`src/rtl/core/lbem_pkg.sv`:
```
package lbem_pkg;

    // lux values are unsigned Q(32-F).F
    localparam int unsigned FRACTION_BITS = 16;
    localparam int unsigned LUX_W         = 32;
    localparam int unsigned CFG_W         = 16;
    localparam int unsigned GAIN_SHIFT    = 16;
    localparam int unsigned THRESH_COUNT  = 18;
    localparam int unsigned TIME_COUNT    = 20;
    localparam int unsigned INDEX_W       = 5;
    localparam int unsigned TIME_W        = 11;
    localparam int unsigned CFG_IDX_W     = 1;

    // register indexes
    localparam logic [CFG_IDX_W-1:0] REG_DARK_OFFSET = 1'b0;
    localparam logic [CFG_IDX_W-1:0] REG_GAIN_FACTOR = 1'b1;

    // register reset values (0.4 and 0.9)
    localparam logic [CFG_W-1:0] DARK_OFFSET_RESET = 16'd26214;
    localparam logic [CFG_W-1:0] GAIN_FACTOR_RESET = 16'd58982;

    // index reported for an all-saturated burst
    localparam logic [INDEX_W-1:0] NO_VALID_INDEX = 5'd1;

    // shutter thresholds, lux scaled by 2^24
    localparam logic [31:0] THRESH_Q24 [0:THRESH_COUNT-1] = '{
        32'd2013266,  32'd2097152,  32'd2323644,  32'd2550137,  32'd3103785,
        32'd3690988,  32'd4613734,  32'd5788140,  32'd7851737,  32'd9730785,
        32'd13455327, 32'd18706596, 32'd26843546, 32'd39426458, 32'd57042534,
        32'd70464307, 32'd167772160, 32'd1677721600
    };

    // shutter timer value in ms per index
    localparam logic [TIME_W-1:0] TIME_TABLE [0:TIME_COUNT-1] = '{
        11'd1050, 11'd540, 11'd470, 11'd300, 11'd290, 11'd175, 11'd136,
        11'd97,   11'd79,  11'd60,  11'd52,  11'd45,  11'd41,  11'd37,
        11'd34,   11'd32,  11'd28,  11'd25,  11'd23,  11'd22
    };

    typedef struct packed {
        logic [LUX_W-1:0] lux_sample;
        logic             saturated;
    } lbem_sample_t;

    typedef struct packed {
        logic [LUX_W-1:0]   adjusted_lux;
        logic [INDEX_W-1:0] shutter_index;
        logic [TIME_W-1:0]  shutter_time_ms;
        logic               no_valid_samples;
    } lbem_result_t;

    typedef enum logic [2:0] {
        ST_IDLE,
        ST_DIVIDE,
        ST_SUBTRACT,
        ST_MULTIPLY,
        ST_EMIT
    } lbem_state_t;

    // controller to datapath
    typedef struct packed {
        logic accept;
        logic div_step;
        logic subtract;
        logic multiply;
        logic emit;
    } lbem_cmd_t;

    // datapath to controller
    typedef struct packed {
        logic burst_last;
        logic div_last;
        logic no_valid;
    } lbem_stat_t;

    // first threshold the lux value does not exceed, else one past the table
    function automatic logic [INDEX_W-1:0] pick_index(input logic [LUX_W-1:0] lux);
        logic [INDEX_W-1:0] idx;
        idx = INDEX_W'(THRESH_COUNT + 1);
        for (int k = THRESH_COUNT - 1; k >= 0; k--)
        begin
            if (lux <= (THRESH_Q24[k] >> (24 - FRACTION_BITS)))
            begin
                idx = INDEX_W'(k + 1);
            end
        end
        return idx;
    endfunction

endpackage

```
`src/rtl/core/lbem_datapath.sv`:
```
module lbem_datapath
    import lbem_pkg::*;
#(
    parameter int SAMPLES_PER_READING = 7
) (
    input  logic                 clk,
    input  logic                 rst_n,
    input  lbem_cmd_t            cmd,
    output lbem_stat_t           stat,
    input  lbem_sample_t         sample,
    output lbem_result_t         result,
    input  logic                 cfg_write,
    input  logic [CFG_IDX_W-1:0] cfg_index,
    input  logic [CFG_W-1:0]     cfg_data
);

    localparam int ACC_W  = LUX_W + $clog2(SAMPLES_PER_READING);
    localparam int CNT_W  = $clog2(SAMPLES_PER_READING + 1);
    localparam int STEP_W = $clog2(ACC_W);

    logic [CFG_W-1:0]  dark_offset_reg, dark_offset_next;
    logic [CFG_W-1:0]  gain_factor_reg, gain_factor_next;
    logic [ACC_W-1:0]  acc_reg, acc_next;
    logic [CNT_W-1:0]  count_reg, count_next;
    logic [CNT_W-1:0]  pos_reg, pos_next;
    logic [CNT_W-1:0]  rem_reg, rem_next;
    logic [STEP_W-1:0] step_reg, step_next;
    logic [LUX_W-1:0]  diff_reg, diff_next;
    logic [LUX_W-1:0]  adj_reg, adj_next;
    lbem_result_t      result_reg, result_next;

    logic [CNT_W:0]             rem_shift;
    logic                       rem_ge;
    logic [CNT_W:0]             rem_sub;
    logic [LUX_W-1:0]           quotient;
    logic [LUX_W+CFG_W-1:0]     product;
    logic [INDEX_W-1:0]         index_sel;

    // configuration registers
    always_comb
    begin
        dark_offset_next = dark_offset_reg;
        gain_factor_next = gain_factor_reg;
        if (cfg_write)
        begin
            unique case (cfg_index)
                REG_DARK_OFFSET: dark_offset_next = cfg_data;
                REG_GAIN_FACTOR: gain_factor_next = cfg_data;
                default: ;
            endcase
        end
    end

    // restoring divide step, one quotient bit per cycle shifted into the sum
    assign rem_shift = {rem_reg, acc_reg[ACC_W-1]};
    assign rem_ge    = rem_shift >= {1'b0, count_reg};
    assign rem_sub   = rem_shift - {1'b0, count_reg};
    assign quotient  = acc_reg[LUX_W-1:0];

    assign product   = (LUX_W+CFG_W)'(diff_reg) * (LUX_W+CFG_W)'(gain_factor_reg);
    assign index_sel = pick_index(adj_reg);

    // burst sum, count and divider
    always_comb
    begin
        acc_next   = acc_reg;
        count_next = count_reg;
        pos_next   = pos_reg;
        rem_next   = rem_reg;
        step_next  = step_reg;
        if (cmd.accept)
        begin
            rem_next  = '0;
            step_next = '0;
            pos_next  = stat.burst_last ? '0 : pos_reg + CNT_W'(1);
            if (!sample.saturated)
            begin
                acc_next   = acc_reg + ACC_W'(sample.lux_sample);
                count_next = count_reg + CNT_W'(1);
            end
        end
        else if (cmd.div_step)
        begin
            rem_next  = rem_ge ? rem_sub[CNT_W-1:0] : rem_shift[CNT_W-1:0];
            acc_next  = {acc_reg[ACC_W-2:0], rem_ge};
            step_next = step_reg + STEP_W'(1);
        end
        else if (cmd.emit)
        begin
            acc_next   = '0;
            count_next = '0;
        end
    end

    // offset, gain and result
    always_comb
    begin
        diff_next   = diff_reg;
        adj_next    = adj_reg;
        result_next = result_reg;
        if (cmd.subtract)
        begin
            diff_next = (quotient > LUX_W'(dark_offset_reg))
                      ? quotient - LUX_W'(dark_offset_reg) : '0;
        end
        if (cmd.multiply)
        begin
            adj_next = product[LUX_W+GAIN_SHIFT-1:GAIN_SHIFT];
        end
        if (cmd.emit)
        begin
            if (stat.no_valid)
            begin
                result_next.adjusted_lux     = '0;
                result_next.shutter_index    = NO_VALID_INDEX;
                result_next.shutter_time_ms  = TIME_TABLE[NO_VALID_INDEX];
                result_next.no_valid_samples = 1'b1;
            end
            else
            begin
                result_next.adjusted_lux     = adj_reg;
                result_next.shutter_index    = index_sel;
                result_next.shutter_time_ms  = TIME_TABLE[index_sel];
                result_next.no_valid_samples = 1'b0;
            end
        end
    end

    assign stat.burst_last = pos_reg == CNT_W'(SAMPLES_PER_READING - 1);
    assign stat.div_last   = step_reg == STEP_W'(ACC_W - 1);
    assign stat.no_valid   = count_reg == '0;
    assign result          = result_reg;

    // control and config registers
    always_ff @(posedge clk or negedge rst_n)
    begin
        if (!rst_n)
        begin
            dark_offset_reg <= DARK_OFFSET_RESET;
            gain_factor_reg <= GAIN_FACTOR_RESET;
            acc_reg         <= '0;
            count_reg       <= '0;
            pos_reg         <= '0;
            step_reg        <= '0;
        end
        else
        begin
            dark_offset_reg <= dark_offset_next;
            gain_factor_reg <= gain_factor_next;
            acc_reg         <= acc_next;
            count_reg       <= count_next;
            pos_reg         <= pos_next;
            step_reg        <= step_next;
        end
    end

    // payload registers
    always_ff @(posedge clk)
    begin
        rem_reg    <= rem_next;
        diff_reg   <= diff_next;
        adj_reg    <= adj_next;
        result_reg <= result_next;
    end

endmodule

```
`src/rtl/core/lbem_ctrl.sv`:
```
module lbem_ctrl
    import lbem_pkg::*;
(
    input  logic       clk,
    input  logic       rst_n,
    input  logic       sample_valid,
    output logic       sample_stall,
    output logic       result_valid,
    input  logic       result_stall,
    input  lbem_stat_t stat,
    output lbem_cmd_t  cmd
);

    lbem_state_t state_reg, state_next;
    logic        result_valid_reg, result_valid_next;
    logic        out_free;

    // output register can take a new beat
    assign out_free = !result_valid_reg || !result_stall;

    // next state
    always_comb
    begin
        state_next = state_reg;
        unique case (state_reg)
            ST_IDLE:
            begin
                if (sample_valid && stat.burst_last)
                begin
                    state_next = ST_DIVIDE;
                end
            end
            ST_DIVIDE:
            begin
                if (stat.no_valid)
                begin
                    state_next = ST_EMIT;
                end
                else if (stat.div_last)
                begin
                    state_next = ST_SUBTRACT;
                end
            end
            ST_SUBTRACT: state_next = ST_MULTIPLY;
            ST_MULTIPLY: state_next = ST_EMIT;
            ST_EMIT:
            begin
                if (out_free)
                begin
                    state_next = ST_IDLE;
                end
            end
            default: state_next = ST_IDLE;
        endcase
    end

    // commands
    always_comb
    begin
        cmd          = '0;
        sample_stall = 1'b1;
        unique case (state_reg)
            ST_IDLE:
            begin
                sample_stall = 1'b0;
                cmd.accept   = sample_valid;
            end
            ST_DIVIDE:   cmd.div_step = !stat.no_valid;
            ST_SUBTRACT: cmd.subtract = 1'b1;
            ST_MULTIPLY: cmd.multiply = 1'b1;
            ST_EMIT:     cmd.emit     = out_free;
            default: ;
        endcase
    end

    // result beat valid
    always_comb
    begin
        result_valid_next = result_valid_reg && result_stall;
        if (cmd.emit)
        begin
            result_valid_next = 1'b1;
        end
    end

    assign result_valid = result_valid_reg;

    always_ff @(posedge clk or negedge rst_n)
    begin
        if (!rst_n)
        begin
            state_reg        <= ST_IDLE;
            result_valid_reg <= 1'b0;
        end
        else
        begin
            state_reg        <= state_next;
            result_valid_reg <= result_valid_next;
        end
    end

endmodule

```
`src/rtl/core/lux_burst_exposure_meter.sv`:
```
// channel   direction  payload         handshake
// sample    in         lbem_sample_t   sample_valid / sample_stall
// result    out        lbem_result_t   result_valid / result_stall
// cfg       in         cfg_data[15:0]  cfg_write, cfg_index
//
// samples are taken while idle; the last sample of a burst starts the serial divider,
// then the offset, gain and table lookup steps follow in turn
// (an all-saturated burst skips the division, offset and gain and goes straight to the emit step)
// the result sits in an output register; a stalled result holds and only blocks the emit of the next result
// reset clears the burst sum, counts and state and loads the register defaults
module lux_burst_exposure_meter
    import lbem_pkg::*;
#(
    parameter int SAMPLES_PER_READING = 7
) (
    input  logic                 clk,
    input  logic                 rst_n,
    input  logic                 sample_valid,
    output logic                 sample_stall,
    input  lbem_sample_t         sample,
    output logic                 result_valid,
    input  logic                 result_stall,
    output lbem_result_t         result,
    input  logic                 cfg_write,
    input  logic [CFG_IDX_W-1:0] cfg_index,
    input  logic [CFG_W-1:0]     cfg_data
);

    lbem_cmd_t  cmd;
    lbem_stat_t stat;

    // sequencer
    lbem_ctrl u_ctrl (
        .clk          (clk),
        .rst_n        (rst_n),
        .sample_valid (sample_valid),
        .sample_stall (sample_stall),
        .result_valid (result_valid),
        .result_stall (result_stall),
        .stat         (stat),
        .cmd          (cmd)
    );

    // sum, divider, gain and lookup
    lbem_datapath #(
        .SAMPLES_PER_READING (SAMPLES_PER_READING)
    ) u_datapath (
        .clk       (clk),
        .rst_n     (rst_n),
        .cmd       (cmd),
        .stat      (stat),
        .sample    (sample),
        .result    (result),
        .cfg_write (cfg_write),
        .cfg_index (cfg_index),
        .cfg_data  (cfg_data)
    );

    // no sample taken while the divider runs
    assert property (@(posedge clk) disable iff (!rst_n)
        cmd.div_step |-> sample_stall)
        else $error("sample accepted during divide");

    // an all-saturated burst reports zero lux at the slowest index
    assert property (@(posedge clk) disable iff (!rst_n)
        (result_valid && result.no_valid_samples) |->
            (result.adjusted_lux == '0 && result.shutter_index == NO_VALID_INDEX))
        else $error("bad all-saturated result");

    // a new result beat only comes from the emit step
    assert property (@(posedge clk) disable iff (!rst_n)
        $rose(result_valid) |-> $past(cmd.emit))
        else $error("result beat without emit");

    // shutter index stays in range
    assert property (@(posedge clk) disable iff (!rst_n)
        result_valid |-> (result.shutter_index != '0 &&
                          result.shutter_index <= INDEX_W'(THRESH_COUNT + 1)))
        else $error("shutter index out of range");

endmodule
```
`config.mk`:
```
export PLATFORM = sky130hd
export DESIGN_NAME = lux_burst_exposure_meter
export DESIGN_NICKNAME = d
export VERILOG_FILES = /design/src/rtl/core/lbem_pkg.sv /design/src/rtl/core/lbem_datapath.sv /design/src/rtl/core/lbem_ctrl.sv /design/src/rtl/core/lux_burst_exposure_meter.sv
export SDC_FILE = /design/constraint.sdc
export NUM_CORES = 2
export LEC_CHECK = 0
export ABC_CLOCK_PERIOD_IN_PS = 16900
export BUFFER_PORTS_ARGS = -buffer_cell sky130_fd_sc_hd__buf_2
export CORE_UTILIZATION = 55
export DETAILED_ROUTE_END_ITERATION = 8
export GPL_TIMING_DRIVEN = 0
export HOLD_SLACK_MARGIN = 0.12
export PLACE_DENSITY = 0.82
export SLEW_MARGIN = 30
export SYNTH_ARGS = -nofsm -noshare
export SYNTH_HDL_FRONTEND = slang
export SYNTH_SLANG_ARGS = --single-unit
```
`constraint.sdc`:
```
create_clock -name clk -period 16.9 [get_ports clk]
set_input_delay 2.535 -clock clk [delete_from_list [all_inputs] [get_ports clk]]
set_output_delay 2.535 -clock clk [all_outputs]
set_load 0.03 [all_outputs]
```
==> out/results.txt <==
The flow ran to the end, and the final reports show no timing, DRC or antenna violations. The average cell area after synthesis works out to 9.11 sq um. The run gives 199 as the number of clock sinks. Setup total negative slack on the finished layout was measured at 0 ns. The run gives 0 as the number of slew-limit violations in the final report.

The tightest slew margin relative to the limit is 33.4%, and the horizontal die dimension is 224 microns. Counting the buffers created by CTS gives 17. The logs give 0 for the number of diodes added for antenna fixing and 17.19 ns for the worst endpoint required time. The async set or reset register ratio after synthesis is 41.7%, and the final design area excluding fillers is 0.0293 sq mm. The post-route DRC violation count was 0. STA classifies the critical path endpoint as a register. The number of setup buffers added after CTS is 0. The run gives 0 as the number of gates resized after CTS. The compound-gate portion of the synthesized area is 9.54%.

By startpoint and endpoint, the worst setup path is classified as register to register. By area the synthesized netlist is led by sky130_fd_sc_hd__fa_1 (31%), sky130_fd_sc_hd__edfxtp_1 (12%), sky130_fd_sc_hd__ha_1 (8.1%). From synthesis to final layout, the design area changed by 7.72%. The synthesized design contains 113 enable-type register cells. Of the post-synthesis cell area, the part taken by muxes is 1.22%. After detailed routing, the average wire length per cell comes to 18.6 microns. Data arrives at the worst endpoint at 8.42 ns. After clock tree synthesis, the flow added hold-fix buffers numbering 0. Once placement finished, the instance area stood at 0.0287 sq mm.

Summed over all instances, the cell type with the most area after synthesis is sky130_fd_sc_hd__fa_1. The initial utilization of the core area, before any placement, comes to 55.7%. Clock-pin slew was measured on the worst setup and hold paths at 0.08 ns.

The number of endpoints with negative hold slack in the final report was 0. The maximum number of pins on one net before global-route repair is 49, and the setup skew after layout is 0.0125 ns. The worst hold path class was register to register. The fraction of final layout cells sized beyond drive strength 1 is 6.93%.

The tools report the combined area of all synthesized cells as 0.0272 sq mm. The share of the core filled with cells in the final layout is 60.0%. The clock passes through at most 2 buffers.

The logs give 0.123 GHz for the maximum frequency from static timing analysis and 5 for the number of detailed-route iterations in the first pass. The number of antenna violations at the first check in global routing is 1, and the boundary pin count is 106. The worst-case setup margin in the final layout was 8.77 ns; the number of DRC violations after detailed-routing iteration 0 was 1,826.

Area share of xor/xnor cells in the synthesized design: 2.16%. Port buffering added 105 buffers. The transition time at the pin with the least slew margin was 0.986 ns; the number of vias per cell was 5.70. The filler cells instantiated in the layout total 4,236. The netlist uses 83 different library cells. OpenSTA, run right after detailed placement, puts the worst setup slack at 8.97 ns. The leading cell type by number of instances after synthesis is sky130_fd_sc_hd__inv_1. TritonCTS built the clock tree.

The die covers 0.0504 sq mm. The tool flagged a number of max-cap violations equal to 0. Measured along the y axis, the die boundary spans 224 microns. The startpoint type of the worst setup path was a register.

Final antenna-violating net count: 0. The dominant combinational cell family by area after synthesis is adder cells. For this run, the post-layout net count is 3,769. After layout, the minimum clock period comes to 8.13 ns. Summed over its instances, the top area cell type makes up 30.9% of the synthesized netlist area. Estimated wirelength of the detail-placed design: 57,600 microns. The count of warnings emitted by yosys came out at 0. The synthesized design contains 199 register bits. The final RePlAce weighted congestion was 0.988; the via count of the first global-routing pass was 22.1k. For the worst-skew pair, the clock arrives at the later sink with an insertion delay of 0.49 ns.

Counting instances in the post-synthesis netlist gives the leading cell types as sky130_fd_sc_hd__inv_1 (513), sky130_fd_sc_hd__fa_1 (420), sky130_fd_sc_hd__nand2_1 (411). Setup violations remaining at the end of the flow were counted as 0. Across every metal layer, demand over resource in global routing totals 29.6%. Setup repair after global routing left no endpoint under its margin.

Predominant post-synthesis flop cell: sky130_fd_sc_hd__edfxtp_1. The aggregate global routing overflow was 0; the count of vias placed by the detailed router was 21.6k. The cell count after synthesis came out at 2,986. The core region is 0.0488 sq mm.

The logs give 81 for the cell row count and 20.4% for the sequential fraction of the synthesis area. Simple-gate portion of the synthesized area: 18.6%. For this block, the routed nets add up to 70,600 microns of wire.

CTS placed an instance of sky130_fd_sc_hd__clkbuf_16 at the clock tree root. The fraction of the mapped netlist area in adder cells works out to 39.0%. The first global-routing pass estimated 115,000 microns of wire.

The worst-path maximum fanout was 10. The share of the cycle needed by the critical path after routing was 48.1%. The register with the most flip-flops in the layout has 49 of them.

The clock tree synthesis step divided the H-tree into 4 levels. The total nets after synthesis came out at 3,638.
==> final timing paths <==
check	from	to	slack (ns)	cells past startpoint
min in group asynchronous	rst_n	u_ctrl.result_valid	1.93	1
max in group asynchronous	rst_n	u_datapath.gain_factor_reg[13]	14.34	2
max	u_datapath.gain_factor_reg[2]	u_datapath.adj_reg[25]	8.77	20
min reg2reg	u_datapath.rem_reg[2]	u_datapath.rem_reg[2]	0.47	2
max reg2reg	u_datapath.gain_factor_reg[2]	u_datapath.adj_reg[25]	8.77	20
min	u_datapath.rem_reg[2]	u_datapath.rem_reg[2]	0.47	2
==> cells by family after synthesis <==
kind of cell	after synthesis
adders and majority gates	597
xor gates and xnor gates	67
buffers and inverters	648
AOI/OAI and AO/OA	395
muxes	31
DFF	199
other	1
and+or+nand+nor	1048
==> worst max-delay path, cell delays in order (launching register included) <==
cell and delay (ns):
sky130_fd_sc_hd__dfstp_2 0.72, sky130_fd_sc_hd__clkbuf_1 0.60, sky130_fd_sc_hd__nand2_1 0.18, sky130_fd_sc_hd__fa_1 0.57, sky130_fd_sc_hd__fa_1 0.44, sky130_fd_sc_hd__fa_1 0.50
sky130_fd_sc_hd__fa_1 0.50, sky130_fd_sc_hd__inv_1 0.06, sky130_fd_sc_hd__fa_1 0.53, sky130_fd_sc_hd__inv_1 0.06, sky130_fd_sc_hd__fa_1 0.53, sky130_fd_sc_hd__inv_1 0.04
sky130_fd_sc_hd__ha_1 0.27, sky130_fd_sc_hd__o21a_1 0.15, sky130_fd_sc_hd__o211ai_1 0.11, sky130_fd_sc_hd__a211oi_1 0.77, sky130_fd_sc_hd__o2111ai_1 0.38, sky130_fd_sc_hd__a211oi_1 0.72
sky130_fd_sc_hd__o21ai_0 0.31, sky130_fd_sc_hd__a211o_1 0.35, sky130_fd_sc_hd__o2111ai_1 0.15
==> layout by cell type, fill, tap and decap left out, types with 8 or more instances in the layout <==
cell / Yosys / final
sky130_fd_sc_hd__nor2_1: 177 / 176
sky130_fd_sc_hd__nor2b_1: 41 / 41
sky130_fd_sc_hd__ha_1: 177 / 177
sky130_fd_sc_hd__inv_1: 513 / 513
sky130_fd_sc_hd__nor3_1: 39 / 37
sky130_fd_sc_hd__mux2_2: 18 / 18
sky130_fd_sc_hd__or2_2: 9 / 9
sky130_fd_sc_hd__a21oi_1: 97 / 96
sky130_fd_sc_hd__edfxtp_1: 113 / 113
sky130_fd_sc_hd__a31oi_1: 23 / 23
sky130_fd_sc_hd__a211oi_1: 19 / 19
sky130_fd_sc_hd__o211ai_1: 16 / 16
sky130_fd_sc_hd__xor2_1: 37 / 37
sky130_fd_sc_hd__mux2i_1: 13 / 13
sky130_fd_sc_hd__dfrtp_1: 66 / 66
sky130_fd_sc_hd__dfstp_2: 17 / 17
sky130_fd_sc_hd__o31ai_1: 8 / 8
sky130_fd_sc_hd__or3_1: 19 / 19
sky130_fd_sc_hd__nand3_1: 41 / 41
sky130_fd_sc_hd__fa_1: 420 / 420
sky130_fd_sc_hd__a221oi_1: 13 / 13
sky130_fd_sc_hd__o21ai_0: 87 / 87
sky130_fd_sc_hd__buf_2: 1 / 105
sky130_fd_sc_hd__xnor2_1: 30 / 30
sky130_fd_sc_hd__clkbuf_16: 0 / 17
sky130_fd_sc_hd__nor4_1: 16 / 16
sky130_fd_sc_hd__a21o_1: 25 / 25
sky130_fd_sc_hd__clkbuf_1: 127 / 128
sky130_fd_sc_hd__o21a_1: 16 / 16
sky130_fd_sc_hd__nand2b_1: 13 / 13
sky130_fd_sc_hd__and3_1: 11 / 11
sky130_fd_sc_hd__o21bai_1: 10 / 10
sky130_fd_sc_hd__and2_1: 210 / 210
sky130_fd_sc_hd__nand4_1: 23 / 23
sky130_fd_sc_hd__nor3b_1: 9 / 9
sky130_fd_sc_hd__nand2_1: 411 / 411
==> stage by stage <==
| stage | instances | hold slack (ns) |
|---|---|---|
| 5_1_grt | 3794 | 0.507 |
| 3_5_place_dp | 3762 | 0.461 |
| 6_report | 3794 | 0.470 |
| 2_1_floorplan | 2986 | 0.426 |
| 4_1_cts | 3794 | 0.478 |
| 3_3_place_gp | 3755 | 0.449 |
==> final cells by class <==
type | count | area (sq um) | area share, %
flip-flops and latches | 199 | 5550 | 18.9
multi-input cells | 2139 | 19200 | 65.6
plain buffers | 135 | 523 | 1.78
clock buffers | 18 | 429 | 1.46
inverters | 513 | 1930 | 6.57
repair buffers | 112 | 652 | 2.22
clock inverters | 14 | 160 | 0.546
well taps | 664 | 831 | 2.83
==> metal layers <==
metal / track usage, % / part of all wire, %
met2: 47.5 / 46
met4: 15.9 / 5.6
met1: 37.8 / 39
met3: 6.05 / 9.1
met5: 0 / 0.018
Power is left out: the tool's default activity adds up to more than one toggle a clock period on the data nets, which glitch-free logic cannot reach.
